## src/design/assert_macros.svh

```systemverilog
// assertion helpers for the checksum core
`ifndef ASSERT_MACROS_SVH
`define ASSERT_MACROS_SVH

// checked on every clock edge outside reset
`define ASSERT_CLK(label, clk, rst, prop, msg) \
   label: assert property (@(posedge clk) disable iff (rst) prop) else $error(msg);

// checked on every clock edge, reset included
`define ASSERT_ALWAYS(label, clk, prop, msg) \
   label: assert property (@(posedge clk) prop) else $error(msg);

`endif

```

## src/design/tcpc_pkg.sv

```systemverilog
package tcpc_pkg;

   localparam int WORD_W   = 16;
   localparam int POS_W    = 4;
   localparam int BCOUNT_W = 2;
   localparam int HWORDS_W = 4;
   localparam int PROTO_W  = 8;
   localparam int ADDR_W   = 32;

   localparam logic [POS_W-1:0]    CSUM_WORD_POS = 4'd8;
   localparam logic [POS_W-1:0]    POS_SATURATE  = 4'd9;
   localparam logic [BCOUNT_W-1:0] BYTES_ODD     = 2'd1;

   localparam int QUEUE_DEPTH = 4;

   // one classified word handed from the front to the back
   typedef struct packed {
      logic              first;
      logic              last;
      logic [WORD_W-1:0] operand;
      logic              fault;
   } item_type;

   typedef struct packed {
      logic not_empty;
      logic full;
   } queue_status_type;

endpackage

```

## src/design/tcpc_front.sv

```systemverilog
module tcpc_front
   import tcpc_pkg::*;
(
   input  logic                clock,
   input  logic                reset,
   input  logic                accept,
   input  logic                first_word,
   input  logic                last_word,
   input  logic [WORD_W-1:0]   data_word,
   input  logic [BCOUNT_W-1:0] byte_count,
   input  logic [ADDR_W-1:0]   src_addr,
   input  logic [ADDR_W-1:0]   dst_addr,
   input  logic [PROTO_W-1:0]  protocol_num,
   input  logic [WORD_W-1:0]   ip_total_length,
   input  logic [HWORDS_W-1:0] ip_header_words,
   output item_type            item
);

   logic [POS_W-1:0] pos_ff, pos_in;
   logic             fault_ff, fault_in;

   logic [POS_W-1:0]  pos_eff;
   logic              fault_new;
   logic              fault_eff;
   logic [WORD_W-1:0] hbytes;
   logic [WORD_W-1:0] seglen;
   logic [WORD_W-1:0] masked;
   logic [WORD_W-1:0] word_val;
   logic [18:0]       sum_wide;
   logic [16:0]       fold1;
   logic [16:0]       fold2;

   always_comb begin
      pos_eff   = first_word ? '0 : pos_ff;
      hbytes    = {{(WORD_W-HWORDS_W-2){1'b0}}, ip_header_words, 2'b00};
      fault_new = hbytes > ip_total_length;
      seglen    = fault_new ? '0 : (ip_total_length - hbytes);
      fault_eff = first_word ? fault_new : fault_ff;
      masked    = (byte_count == BYTES_ODD) ? {data_word[15:8], 8'h00} : data_word;
      word_val  = (pos_eff == CSUM_WORD_POS) ? '0 : masked;

      // pseudo header and first word summed wide, then folded twice
      sum_wide = {3'b000, src_addr[31:16]} + {3'b000, src_addr[15:0]}
               + {3'b000, dst_addr[31:16]} + {3'b000, dst_addr[15:0]}
               + {11'b0, protocol_num} + {3'b000, seglen} + {3'b000, word_val};
      fold1 = {1'b0, sum_wide[15:0]} + {14'b0, sum_wide[18:16]};
      fold2 = {1'b0, fold1[15:0]} + {16'b0, fold1[16]};

      item.first   = first_word;
      item.last    = last_word;
      item.operand = first_word ? fold2[15:0] : word_val;
      item.fault   = fault_eff;

      pos_in   = pos_ff;
      fault_in = fault_ff;
      if (accept) begin
         if (last_word) begin
            pos_in   = '0;
            fault_in = 1'b0;
         end else begin
            pos_in   = (pos_eff < POS_SATURATE) ? pos_eff + 1'b1 : pos_eff;
            fault_in = fault_eff;
         end
      end
   end

   always_ff @(posedge clock) begin
      if (reset) begin
         pos_ff   <= '0;
         fault_ff <= 1'b0;
      end else begin
         pos_ff   <= pos_in;
         fault_ff <= fault_in;
      end
   end

endmodule

```

## src/design/tcpc_queue.sv

```systemverilog
module tcpc_queue
   import tcpc_pkg::*;
#(
   parameter int Depth = QUEUE_DEPTH
)(
   input  logic                       clock,
   input  logic                       reset,
   input  logic                       push,
   input  item_type                   push_item,
   input  logic                       pop,
   output item_type                   head_item,
   output queue_status_type           status,
   output logic [$clog2(Depth+1)-1:0] count
);

   localparam int PTR_W = (Depth > 1) ? $clog2(Depth) : 1;
   localparam int CNT_W = $clog2(Depth+1);
   localparam logic [PTR_W-1:0] LAST_PTR = PTR_W'(Depth - 1);
   localparam logic [CNT_W-1:0] FULL_CNT = CNT_W'(Depth);

   item_type         mem_ff [Depth];
   logic [PTR_W-1:0] wr_ptr_ff, wr_ptr_in;
   logic [PTR_W-1:0] rd_ptr_ff, rd_ptr_in;
   logic [CNT_W-1:0] count_ff, count_in;

   always_comb begin
      wr_ptr_in = wr_ptr_ff;
      rd_ptr_in = rd_ptr_ff;
      count_in  = count_ff;
      if (push) begin
         wr_ptr_in = (wr_ptr_ff == LAST_PTR) ? '0 : wr_ptr_ff + 1'b1;
      end
      if (pop) begin
         rd_ptr_in = (rd_ptr_ff == LAST_PTR) ? '0 : rd_ptr_ff + 1'b1;
      end
      if (push && !pop) begin
         count_in = count_ff + 1'b1;
      end else if (pop && !push) begin
         count_in = count_ff - 1'b1;
      end
   end

   always_ff @(posedge clock) begin
      if (reset) begin
         wr_ptr_ff <= '0;
         rd_ptr_ff <= '0;
         count_ff  <= '0;
      end else begin
         wr_ptr_ff <= wr_ptr_in;
         rd_ptr_ff <= rd_ptr_in;
         count_ff  <= count_in;
      end
   end

   always_ff @(posedge clock) begin
      if (push) begin
         mem_ff[wr_ptr_ff] <= push_item;
      end
   end

   assign head_item        = mem_ff[rd_ptr_ff];
   assign status.not_empty = count_ff != '0;
   assign status.full      = count_ff == FULL_CNT;
   assign count            = count_ff;

endmodule

```

## src/design/tcpc_back.sv

```systemverilog
module tcpc_back
   import tcpc_pkg::*;
(
   input  logic              clock,
   input  logic              reset,
   input  queue_status_type  status,
   input  item_type          head_item,
   output logic              pop,
   output logic              rsp_tvalid,
   input  logic              rsp_tready,
   output logic [WORD_W-1:0] checksum,
   output logic              length_error
);

   logic [WORD_W-1:0] acc_ff, acc_in;
   logic              valid_ff, valid_in;
   logic [WORD_W-1:0] csum_ff, csum_in;
   logic              err_ff, err_in;

   logic [WORD_W-1:0] base;
   logic [WORD_W:0]   sum;
   logic [WORD_W-1:0] result;
   logic              out_free;

   always_comb begin
      out_free = !valid_ff || rsp_tready;
      pop      = status.not_empty && (!head_item.last || out_free);
      base     = head_item.first ? '0 : acc_ff;
      sum      = {1'b0, base} + {1'b0, head_item.operand};
      result   = sum[WORD_W-1:0] + {{(WORD_W-1){1'b0}}, sum[WORD_W]};

      acc_in   = acc_ff;
      valid_in = valid_ff && !rsp_tready;
      csum_in  = csum_ff;
      err_in   = err_ff;
      if (pop) begin
         if (head_item.last) begin
            acc_in   = '0;
            valid_in = 1'b1;
            csum_in  = ~result;
            err_in   = head_item.fault;
         end else begin
            acc_in = result;
         end
      end
   end

   always_ff @(posedge clock) begin
      if (reset) begin
         acc_ff   <= '0;
         valid_ff <= 1'b0;
      end else begin
         acc_ff   <= acc_in;
         valid_ff <= valid_in;
      end
   end

   always_ff @(posedge clock) begin
      csum_ff <= csum_in;
      err_ff  <= err_in;
   end

   assign rsp_tvalid   = valid_ff;
   assign checksum     = csum_ff;
   assign length_error = err_ff;

endmodule

```

## src/design/tcp_checksum_pseudo_header_core.sv

```systemverilog
// TCP checksum over an IPv4 pseudo header and a segment streamed as big-endian 16-bit words,
// one word per request. The first word (tuser high) also carries the addresses, protocol, total
// length and header length; the segment length is total minus four times the header length,
// saturating to zero with length_error set. Word 8 counts as zero and an odd last byte is padded
// low. Words are taken at one per clock: the front folds the pseudo header and classifies each
// word in the accepting cycle, a short queue (QueueDepth entries) carries them to an
// end-around-carry accumulator, and the complemented sum is held in an output register on the
// request with tlast. The last word of a segment passes the queue and then, once the output is
// free, the output register before its result is valid; the input stalls only when the queue
// fills behind a stalled result.
`include "assert_macros.svh"

module tcp_checksum_pseudo_header_core
   import tcpc_pkg::*;
#(
   parameter int QueueDepth = QUEUE_DEPTH
)(
   input  logic         clock,
   input  logic         reset,
   input  logic         req_tvalid,
   output logic         req_tready,
   // data_word[15:0], byte_count[17:16], src_addr[49:18], dst_addr[81:50],
   // protocol_num[89:82], ip_total_length[105:90], ip_header_words[109:106], zero fill
   input  logic [111:0] req_tdata,
   // first_word
   input  logic         req_tuser,
   // last_word
   input  logic         req_tlast,
   output logic         rsp_tvalid,
   input  logic         rsp_tready,
   // checksum[15:0]
   output logic [15:0]  rsp_tdata,
   // length_error
   output logic         rsp_tuser
);

   logic                            req_accept;
   item_type                        front_item;
   item_type                        head_item;
   queue_status_type                queue_status;
   logic [$clog2(QueueDepth+1)-1:0] queue_count;
   logic                            pop;

   assign req_tready = !queue_status.full;
   assign req_accept = req_tvalid && req_tready;

   tcpc_front u_front (
      .clock           (clock),
      .reset           (reset),
      .accept          (req_accept),
      .first_word      (req_tuser),
      .last_word       (req_tlast),
      .data_word       (req_tdata[15:0]),
      .byte_count      (req_tdata[17:16]),
      .src_addr        (req_tdata[49:18]),
      .dst_addr        (req_tdata[81:50]),
      .protocol_num    (req_tdata[89:82]),
      .ip_total_length (req_tdata[105:90]),
      .ip_header_words (req_tdata[109:106]),
      .item            (front_item)
   );

   tcpc_queue #(
      .Depth (QueueDepth)
   ) u_queue (
      .clock     (clock),
      .reset     (reset),
      .push      (req_accept),
      .push_item (front_item),
      .pop       (pop),
      .head_item (head_item),
      .status    (queue_status),
      .count     (queue_count)
   );

   tcpc_back u_back (
      .clock        (clock),
      .reset        (reset),
      .status       (queue_status),
      .head_item    (head_item),
      .pop          (pop),
      .rsp_tvalid   (rsp_tvalid),
      .rsp_tready   (rsp_tready),
      .checksum     (rsp_tdata),
      .length_error (rsp_tuser)
   );

   `ASSERT_CLK(a_queue_bound, clock, reset,
      queue_count <= ($clog2(QueueDepth+1))'(QueueDepth), "queue count beyond depth")
   `ASSERT_CLK(a_no_result_overwrite, clock, reset,
      (pop && head_item.last) |-> (!rsp_tvalid || rsp_tready),
      "result popped over a stalled result")
   `ASSERT_ALWAYS(a_reset_empty, clock,
      $past(reset) |-> (queue_count == '0 && !rsp_tvalid), "state not cleared by reset")

endmodule

```

## config.mk

```make
export PLATFORM = sky130hd
export DESIGN_NAME = tcp_checksum_pseudo_header_core
export DESIGN_NICKNAME = d
export VERILOG_FILES = /design/src/design/tcpc_pkg.sv /design/src/design/tcpc_front.sv /design/src/design/tcpc_queue.sv /design/src/design/tcpc_back.sv /design/src/design/tcp_checksum_pseudo_header_core.sv
export VERILOG_INCLUDE_DIRS = /design/src /design/src/design
export SDC_FILE = /design/constraint.sdc
export NUM_CORES = 1
export LEC_CHECK = 0
export ABC_AREA = 0
export ABC_CLOCK_PERIOD_IN_PS = 12000
export BUFFER_PORTS_ARGS = -buffer_cell sky130_fd_sc_hd__buf_2
export CORE_ASPECT_RATIO = 1.4
export CORE_MARGIN = 2
export CORE_UTILIZATION = 38
export DETAILED_ROUTE_END_ITERATION = 7
export GPL_ROUTABILITY_DRIVEN = 0
export SETUP_SLACK_MARGIN = 0.1
export SYNTH_ARGS = -nofsm -noshare
export SYNTH_HDL_FRONTEND = slang
export SYNTH_SLANG_ARGS = --single-unit
```

## constraint.sdc

```tcl
create_clock -name clock -period 12 [get_ports clock]
set_input_delay 0.6 -clock clock [delete_from_list [all_inputs] [get_ports clock]]
set_output_delay 0.6 -clock clock [all_outputs]
set_load 0.005 [all_outputs]
```

Yosys cells after proc, flatten, opt, wreduce, memory -nomap -nowiden

Memory sizes are Yosys's and may differ from the RTL's. A register that Yosys moved wholly into a read port is not among the register bits.
Cells that the tools add are included.

$add $sub $neg: 16
Bitwise logic cells: 1
Eq/ne operators: 5
Magnitude comparators: 2
Mux-type cells: 21
Reduce and logical (&&, ||, !) cells: 16

Operators by type and width:

| cell                | count |
|---|---|
| $mux 16             | 5 |
| $add 19x16->19      | 4 |
| $add 16x16->17      | 2 |
| $add 16x1->16       | 2 |
| $add 19x8->19       | 1 |
| $add 16x3->17       | 1 |
| $gt 6x16->1         | 1 |
| $not 16->16         | 1 |
| $sub 16x6->16       | 1 |
| $mux 4              | 3 |
| $mux 2              | 4 |
| $mux 8              | 1 |
| $logic_not 1->1     | 6 |
| $mux 1              | 6 |
| $mux 3              | 2 |
| $logic_and 1x1->1   | 5 |
| $add 2x1->2 const B | 2 |
| $add 4x1->4 const B | 1 |
| $eq 2x2->1 const B  | 2 |
| $eq 4x4->1 const B  | 1 |
| $lt 4x4->1 const B  | 1 |
| $add 3x1->3 const B | 1 |
| $eq 3x3->1 const B  | 1 |
| $reduce_bool 3->1   | 1 |
| other kinds (5)     | 6 |

Input bits: 118
Register bits after elaboration: 46
Bits in writable memories: 76
Memories kept: 1
Logic and storage cells: 71

Memory list:

| memory         | depth | width | rd ports | clocked after memory_dff | write ports | RTL line         | source |
|---|---|---|---|---|---|---|---|
| u_queue.mem_ff | 4     | 19    | 1        | 1                        | 1           | tcpc_queue.sv:21 | `item_type mem_ff [Depth];` |

Logic depth before layout (Yosys ltp)

Gate-level depths: netlist of the first run.

Depth after elaboration: 9
Depth in mapped cells: 43

By module

A second synthesis of the first run with hierarchy kept.

Cell total of the unflattened synthesis: 966
Area total of the unflattened synthesis: 10,251.1 µm²

Modules (own cells, without submodules):

| module                          | cells an instance | area an instance (µm²) | instances |
|---|---|---|---|
| tcpc_front                      | 554               | 4,611.9                | 1 |
| tcpc_queue                      | 143               | 3,226.8                | 1 |
| tcpc_back                       | 267               | 2,402.3                | 1 |
| tcp_checksum_pseudo_header_core | 2                 | 10.0                   | 1 |

Worst setup path before layout of the first run

No wires, ideal clock.

Kind: input port to flip-flop
Start: input port req_tuser
End: memory u_queue.mem_ff[0][15] (netlist bit) (data pin)
Path buffers: 2
Arrival time: 8.883 ns
Slack: 2.850 ns
Required time: 11.734 ns
Cell stages on the path: 40
Cell sequence: clkbuf_1 clkbuf_1 nand2b_1 ha_1 inv_1 nor3b_1 a21oi_1 and2_1 fa_1 inv_1 fa_1 inv_1 fa_1 ha_1 fa_1 a211oi_2 o21ai_0 a31oi_1 (+4 left out) a21o_1 a21o_1 ha_1 a21o_1 nand3_1 nor2_1 nand2_1 nand4b_1 nor3b_1 ha_1 ha_1 nand2_1 nor4_1 or4b_4 a211oi_2 nand3_1 xnor2_1 mux2_2

RTL lines:

| what        | RTL line                              | source |
|---|---|---|
| from (decl) | tcp_checksum_pseudo_header_core.sv:26 | `input logic req_tuser,` |
| to (decl)   | tcpc_queue.sv:21                      |  |

==> impl_results.md, run 1 <==
* Outcome: finished, final reports clean
* Ranking of synthesized cells by area: edfxtp_1 (28%), fa_1 (12%), ha_1 (9.7%)
* Commonest non-fill, non-tap cell in the layout: buf_2
* GRT busiest layer: met2
* Antenna Nets Post-Route at 0
* Top_reg_cell synth: edfxtp_1
* Core Box Area at about 0.026 mm2
* Largest area contributor in the netlist: edfxtp_1
* Wire per inst at 15.2 um
* Slew Limit Fails at 0
* Drt first pass iters at 4
* Critical-path top delay cell: a21oi_1
* Worst path required time at 12.16 ns
* Hold Crit Class: flop to flop
* Fin util at ~45%
* Post-DP HPWL at roughly 17000 um
* Synth async-reset ratio at 0%
* Hold Fails Final Rpt at 0
* CTS resizes at 0
* Setup Crit Path Kind: input pin to flop
* Post-CTS setup repair buffer count at 0
* Clk buf depth at 2
* Max incr delay on CP at approximately 0.73 ns
* Grt met1 use at 17.1%
* First-pass GRT wire length at between 30000 and 40000 um
* Port buffer count at around 130
* Share of the synthesized area in the top cell type at 28.0%
* Max Clock Freq at about 0.095 GHz
* Layout area overhead at 16.1%
* Worst-path maximum fanout at 30
* Worst path arrival time at 10.66 ns
* Startpoint types: input pin
* Pin count of the biggest net entering global routing at 31
* CTS H-tree depth at 4
* Gr usage total at 16.3%
* Vias per inst at approximately 5.1
* Clock Latency Late Sink at ~0.42 ns
* CP endpoint kind: flop
* Post-synthesis cell count at 941
* RSZ-0062 raised after global routing: false
* Hold Buf Count CTS at 0
* Initial Utilization at about two fifths
* Synthesized area at ~0.01 mm2
* Via Count at between 7k and 8k
* Grt total ovfl at 0
* Met2 usage at approximately a third
* Final Routed Wirelength at 21500 um
* Io pins at 137
* Reg clk slew, reported paths at 0.06 ns
* Initial antenna violation count at 3
* Number of buffers created by CTS at 17
* Grt met3 use at 3.25%
* Yosys reg bits at between 100 and 150
* Vias in the first global route at between 7k and 8k
* Number of core rows at 70
* Die W at about 140 um
* Final setup fails at 0
* Post-synth EDFFs at 93
* CTS Sinks at around 120
* Max_cap viols at 0
* Number of DRC markers in iteration 0 at 220
* Total Nets Final at between 1k and 1.5k
* Tightest Pin Transition at ~1.0 ns
* Clock Skew at approximately 0.010 ns
* Fin Setup TNS at 0 ns
* Most frequent cells in the layout: buf_2 (134), inv_1 (115), edfxtp_1 (93)
* Layout cells sized above 1 at between 20% and 30%
* Sequential fraction of the synthesis area at 34.2%
* Mapped Nets at 1197
* Root Buffer: clkbuf_16
* Final Cycle Share at between 80% and 90%
* Synth unique cells at 65
* Tmin final at 10.50 ns
* Overall die area at 0.0276 mm2
* Avg Inst Size Synth at between 10 and 15 um2
* Slew headroom at 31.1%
* Crit-path most repeated cell: ha_1
* DRC violation count after routing at 0
* Yosys warning total at 0
* CTS tree: built
* Vert. Die Dim at 196 um
[state kept, by name, indices dropped and copies added (netlist names), named ones only]
name and count:
u_front.pos_ff 4, u_queue.mem_ff 76, u_queue.wr_ptr_ff 2, u_back.checksum 16, u_queue.count 3, u_front.fault_ff 1
u_queue.rd_ptr_ff 2, u_back.rsp_tvalid 1, u_back.acc_ff 16, u_back.length_error 1
[synthesized netlist by cell type, types with 4 or more instances]
master	number
inv_1	115
edfxtp_1	93
ha_1	77
nor2_1	73
fa_1	61
xnor2_1	47
nand2_1	46
a21oi_1	37
xor2_1	34
dfxtp_1	31
nor2b_1	29
nor3_1	25
a21o_1	24
o21ai_0	21
mux4_2	19
and2_1	16
clkbuf_1	14
mux2_2	13
o31a_1	13
nand3_1	12
nand2b_1	11
and3_1	10
nand4_1	9
o21bai_1	8
or3_1	7
a211oi_2	5
a21boi_0	5
a22oi_1	5
buf_1	5
nor3b_1	5
nor4_1	5
a211oi_1	4
a31oi_1	4
mux2i_1	4
[metal layers]
| layer | part of all wire, % | routed length (um) | up-vias |
|---|---|---|---|
| met5 | 0.13 | 27 | - |
| met4 | 2.8 | 607 | 4 |
| met3 | 3.6 | 772 | 32 |
| met2 | 54 | 11600 | 161 |
| met1 | 39 | 8480 | 3412 |
| li1 | - | - | 3597 |
[final cells by class]
cell class | count | area, um2
fillers | 2506 | 14400
repair buffers | 141 | 723
well taps | 324 | 405
flip-flops and latches | 124 | 3410
multi-input cells | 682 | 6050
clock buffers | 18 | 429
clock inverters | 14 | 124
inverters | 115 | 432
diodes | 1 | 2.50
[critical path, delay by kind of cell]
kind	cells	cell delay, ns
fa+ha+maj	9	3.16
compound gates	12	3.04
simple gates	12	2.97
buf+inv	3	0.42
mux	1	0.30
xor+xnor	1	0.14
[final timing paths]
kind	from	endpoint	slack, ns	depth (start not counted)
setup / recovery	req_tuser	u_queue.mem_ff[3][15]	1.50	38
hold reg to reg	u_back.acc_ff[15]	u_back.acc_ff[15]	0.46	2
setup reg to reg	u_front.pos_ff[0]	u_queue.mem_ff[3][15]	1.82	37
hold / removal	u_back.acc_ff[15]	u_back.acc_ff[15]	0.46	2
[cells by family after synthesis]
family	Yosys count	synth area share, %
AND/OR/NAND/NOR	268	14.0
AO/OA/AOI/OAI	158	11.2
adder cells (fa/ha/maj)	138	21.9
buffers and inverters	135	5.09
flip-flops	124	34.2
XOR/XNOR	82	7.34
multiplexers	36	6.16
[metrics by stage]
step           cell area [um2]  worst slack [ns]  instances  hold WS [ns]
3_5_place_dp             11000              1.03       1386         0.458
3_3_place_gp             11000              1.17       1386         0.455
5_1_grt                  11600              1.00       1418         0.494
2_1_floorplan             9970              2.85        941         0.442
4_1_cts                  11600              1.44       1418         0.464
6_report                 11600              1.50       1419         0.464
Power of run 1 is not shown: default switching activity piles up to over one toggle a cycle in this logic, so the estimate is an artifact.
==> inputs of run 2 (changes only) <==
--- a/config.mk
+++ b/config.mk
@@ -9,11 +9,14 @@
 export ABC_AREA = 0
 export ABC_CLOCK_PERIOD_IN_PS = 12000
 export BUFFER_PORTS_ARGS = -buffer_cell sky130_fd_sc_hd__buf_2
+export CELL_PAD_IN_SITES_DETAIL_PLACEMENT = 1
+export CELL_PAD_IN_SITES_GLOBAL_PLACEMENT = 1
 export CORE_ASPECT_RATIO = 1.4
 export CORE_MARGIN = 2
 export CORE_UTILIZATION = 38
 export DETAILED_ROUTE_END_ITERATION = 7
 export GPL_ROUTABILITY_DRIVEN = 0
+export PLACE_DENSITY_LB_ADDON = 0.1
 export SETUP_SLACK_MARGIN = 0.1
 export SYNTH_ARGS = -nofsm -noshare
 export SYNTH_HDL_FRONTEND = slang
==> run 2 against run 1 <==
Effect of this change: wire length rose by 12%; die area did not move; cell count barely moved; via count grew 2.4%; critical path depth up 4; setup slack improved by 0.00064 ns; largest cell class unchanged; count of clock-buffer cells in the layout did not move; global-route usage up 2.0 points; register-to-register slack better by 0.02 ns; flip-flop and latch count is the same; maximum frequency hardly changed.
==> impl_results.md, run 2 (synthesis gave the netlist of run 1 again) <==
* Vias per inst at 5.19 (+2.3%)
* Final Routed Wirelength at 24200 um (+12%)
* Clk buf depth at 2 (unchanged)
* Hold Crit Class: flop to flop
* Commonest non-fill, non-tap cell in the layout: buf_2
* Drt first pass iters at 4 (unchanged)
* CTS resizes at 0 (unchanged)
* Reg clk slew, reported paths at 0.06 ns (about the same)
* First-pass GRT wire length at 39500 um (+11%)
* Fin Setup TNS at 0 ns (unchanged)
* Worst path arrival time at 10.67 ns (about the same)
* Setup ws final at 1.50 ns (+0.000640 ns)
* Final setup fails at 0 (unchanged)
* Antenna Nets Post-Route at 0 (unchanged)
* CTS tree: built
* Most frequent cells in the layout: buf_2 (134), inv_1 (115), edfxtp_1 (93)
* Startpoint types: input pin
* CTS Sinks at 124 (unchanged)
* Post-CTS setup repair buffer count at 0 (unchanged)
* Number of buffers created by CTS at 17 (unchanged)
* Post-DP HPWL at 19900 um (+15%)
* Critical-path top delay cell: or4b_4
* Clock Latency Late Sink at 0.42 ns (about the same)
* Port buffer count at 134 (unchanged)
* Final Cycle Share at 87.5% (about the same)
* CP endpoint kind: flop
* Root Buffer: clkbuf_16
* Max incr delay on CP at 0.55 ns (-0.18 ns)
* Worst path required time at 12.17 ns (about the same)
* Max Clock Freq at 0.0952 GHz (about the same)
* Setup Crit Path Kind: input pin to flop
* Vias in the first global route at 8151 (+8.8%)
* Gr usage total at 18.3% (+2.0 points)
* DP Cell Count at 1386 (unchanged)
* Wire per inst at 17.0 um (+12%)
* Slew headroom at 29.3% (-1.8 points)
* Hold Fails Final Rpt at 0 (unchanged)
* Finished Layout Cells at 1420 (+0.070%)
* Die W at 141 um (unchanged)
* Tightest Pin Transition at 1.06 ns (+0.0275 ns)
* Vert. Die Dim at 196 um (unchanged)
* Overall die area at 0.0276 mm2 (unchanged)
* Initial Utilization at 38.3% (unchanged)
* Worst-path maximum fanout at 4 (-87%)
* Max_cap viols at 0 (unchanged)
* Fill cell count at 2948 (+18%)
* Via Count at 7376 (+2.4%)
* Met2 WL post-DR at 14100 um (+21%)
* Layout area overhead at 16.5%
* RSZ-0062 raised after global routing: false
* Number of flip-flops in the largest register at 76 (unchanged)
* Top reg by flops: u_queue.mem_ff
* Total Nets Final at 1337 (unchanged)
* Io pins at 137 (unchanged)
* Pin count of the biggest net entering global routing at 31 (unchanged)
* Outcome: finished, final reports clean
* Met1 wire length at 8830 um (+4.1%)
* Tmin final at 10.50 ns (-0.000640 ns)
* Core Box Area at 0.0260 mm2 (unchanged)
* Clock Skew at 0.00726 ns (-0.00314 ns)
* CTS H-tree depth at 4 (unchanged)
* Hold Buf Count CTS at 0 (unchanged)
* Max layer used: met4
* Number of core rows at 70 (unchanged)
* Slew Limit Fails at 0 (unchanged)
* Layout cells sized above 1 at 20.2% (-0.091 points)
* Initial antenna violation count at 2 (-1)
* Met3 WL at 559 um (-28%)
* Number of DRC markers in iteration 0 at 140 (-36%)
* DRC violation count after routing at 0 (unchanged)
* Grt total ovfl at 0 (unchanged)
* Worst slack, placed at 0.919 ns (-0.110 ns)
## run 2: path summary, 6_finish.rpt
check,from,end,slack [ns],cells after the start
worst max-delay path,req_tdata[18],u_queue.mem_ff[0][15],1.50,42
worst min-delay path,u_back.acc_ff[15],u_back.acc_ff[15],0.47,2
worst max register to register,u_front.pos_ff[0],u_queue.mem_ff[0][15],1.84,37
worst min register to register,u_back.acc_ff[15],u_back.acc_ff[15],0.47,2
## run 2: per-stage QoR
step	instance area, um2	hold WS [ns]	utilization (%)
detailed placement	11000	0.460	42.4
floorplan	9970	0.442	-
global placement	11000	0.454	42.4
CTS	11600	0.467	44.6
finish	11600	0.467	44.7
global route	11600	0.484	44.6
## run 2: cell type report
class                           instances  area (um2)  share of cell area (%)
Timing Repair Buffer                  141         723                    6.22
Sequential cell                       124        3410                    29.4
Inverter                              115         432                    3.72
Antenna cell                            2        5.00                  0.0431
Multi-Input combinational cell        682        6050                    52.1
Clock buffer                           18         429                    3.69
Tap cell                              324         405                    3.49
Clock inverter                         14         159                    1.37
## run 2: worst max-delay path, delay by kind of cell
family	cells	cell delay, ns
simple gates	12	2.85
buf+inv	2	0.14
compound gates	14	2.72
xor+xnor	3	0.70
fa+ha+maj	10	3.37
mux	1	0.30
## run 2: metal layers
layer  vias up  GRT usage (%)
met5         -              0
met4         0           7.26
met3        40           2.22
met2       124           37.1
met1      3631           18.5
li1       3581              -
Power of run 2 is left out for the same reason.
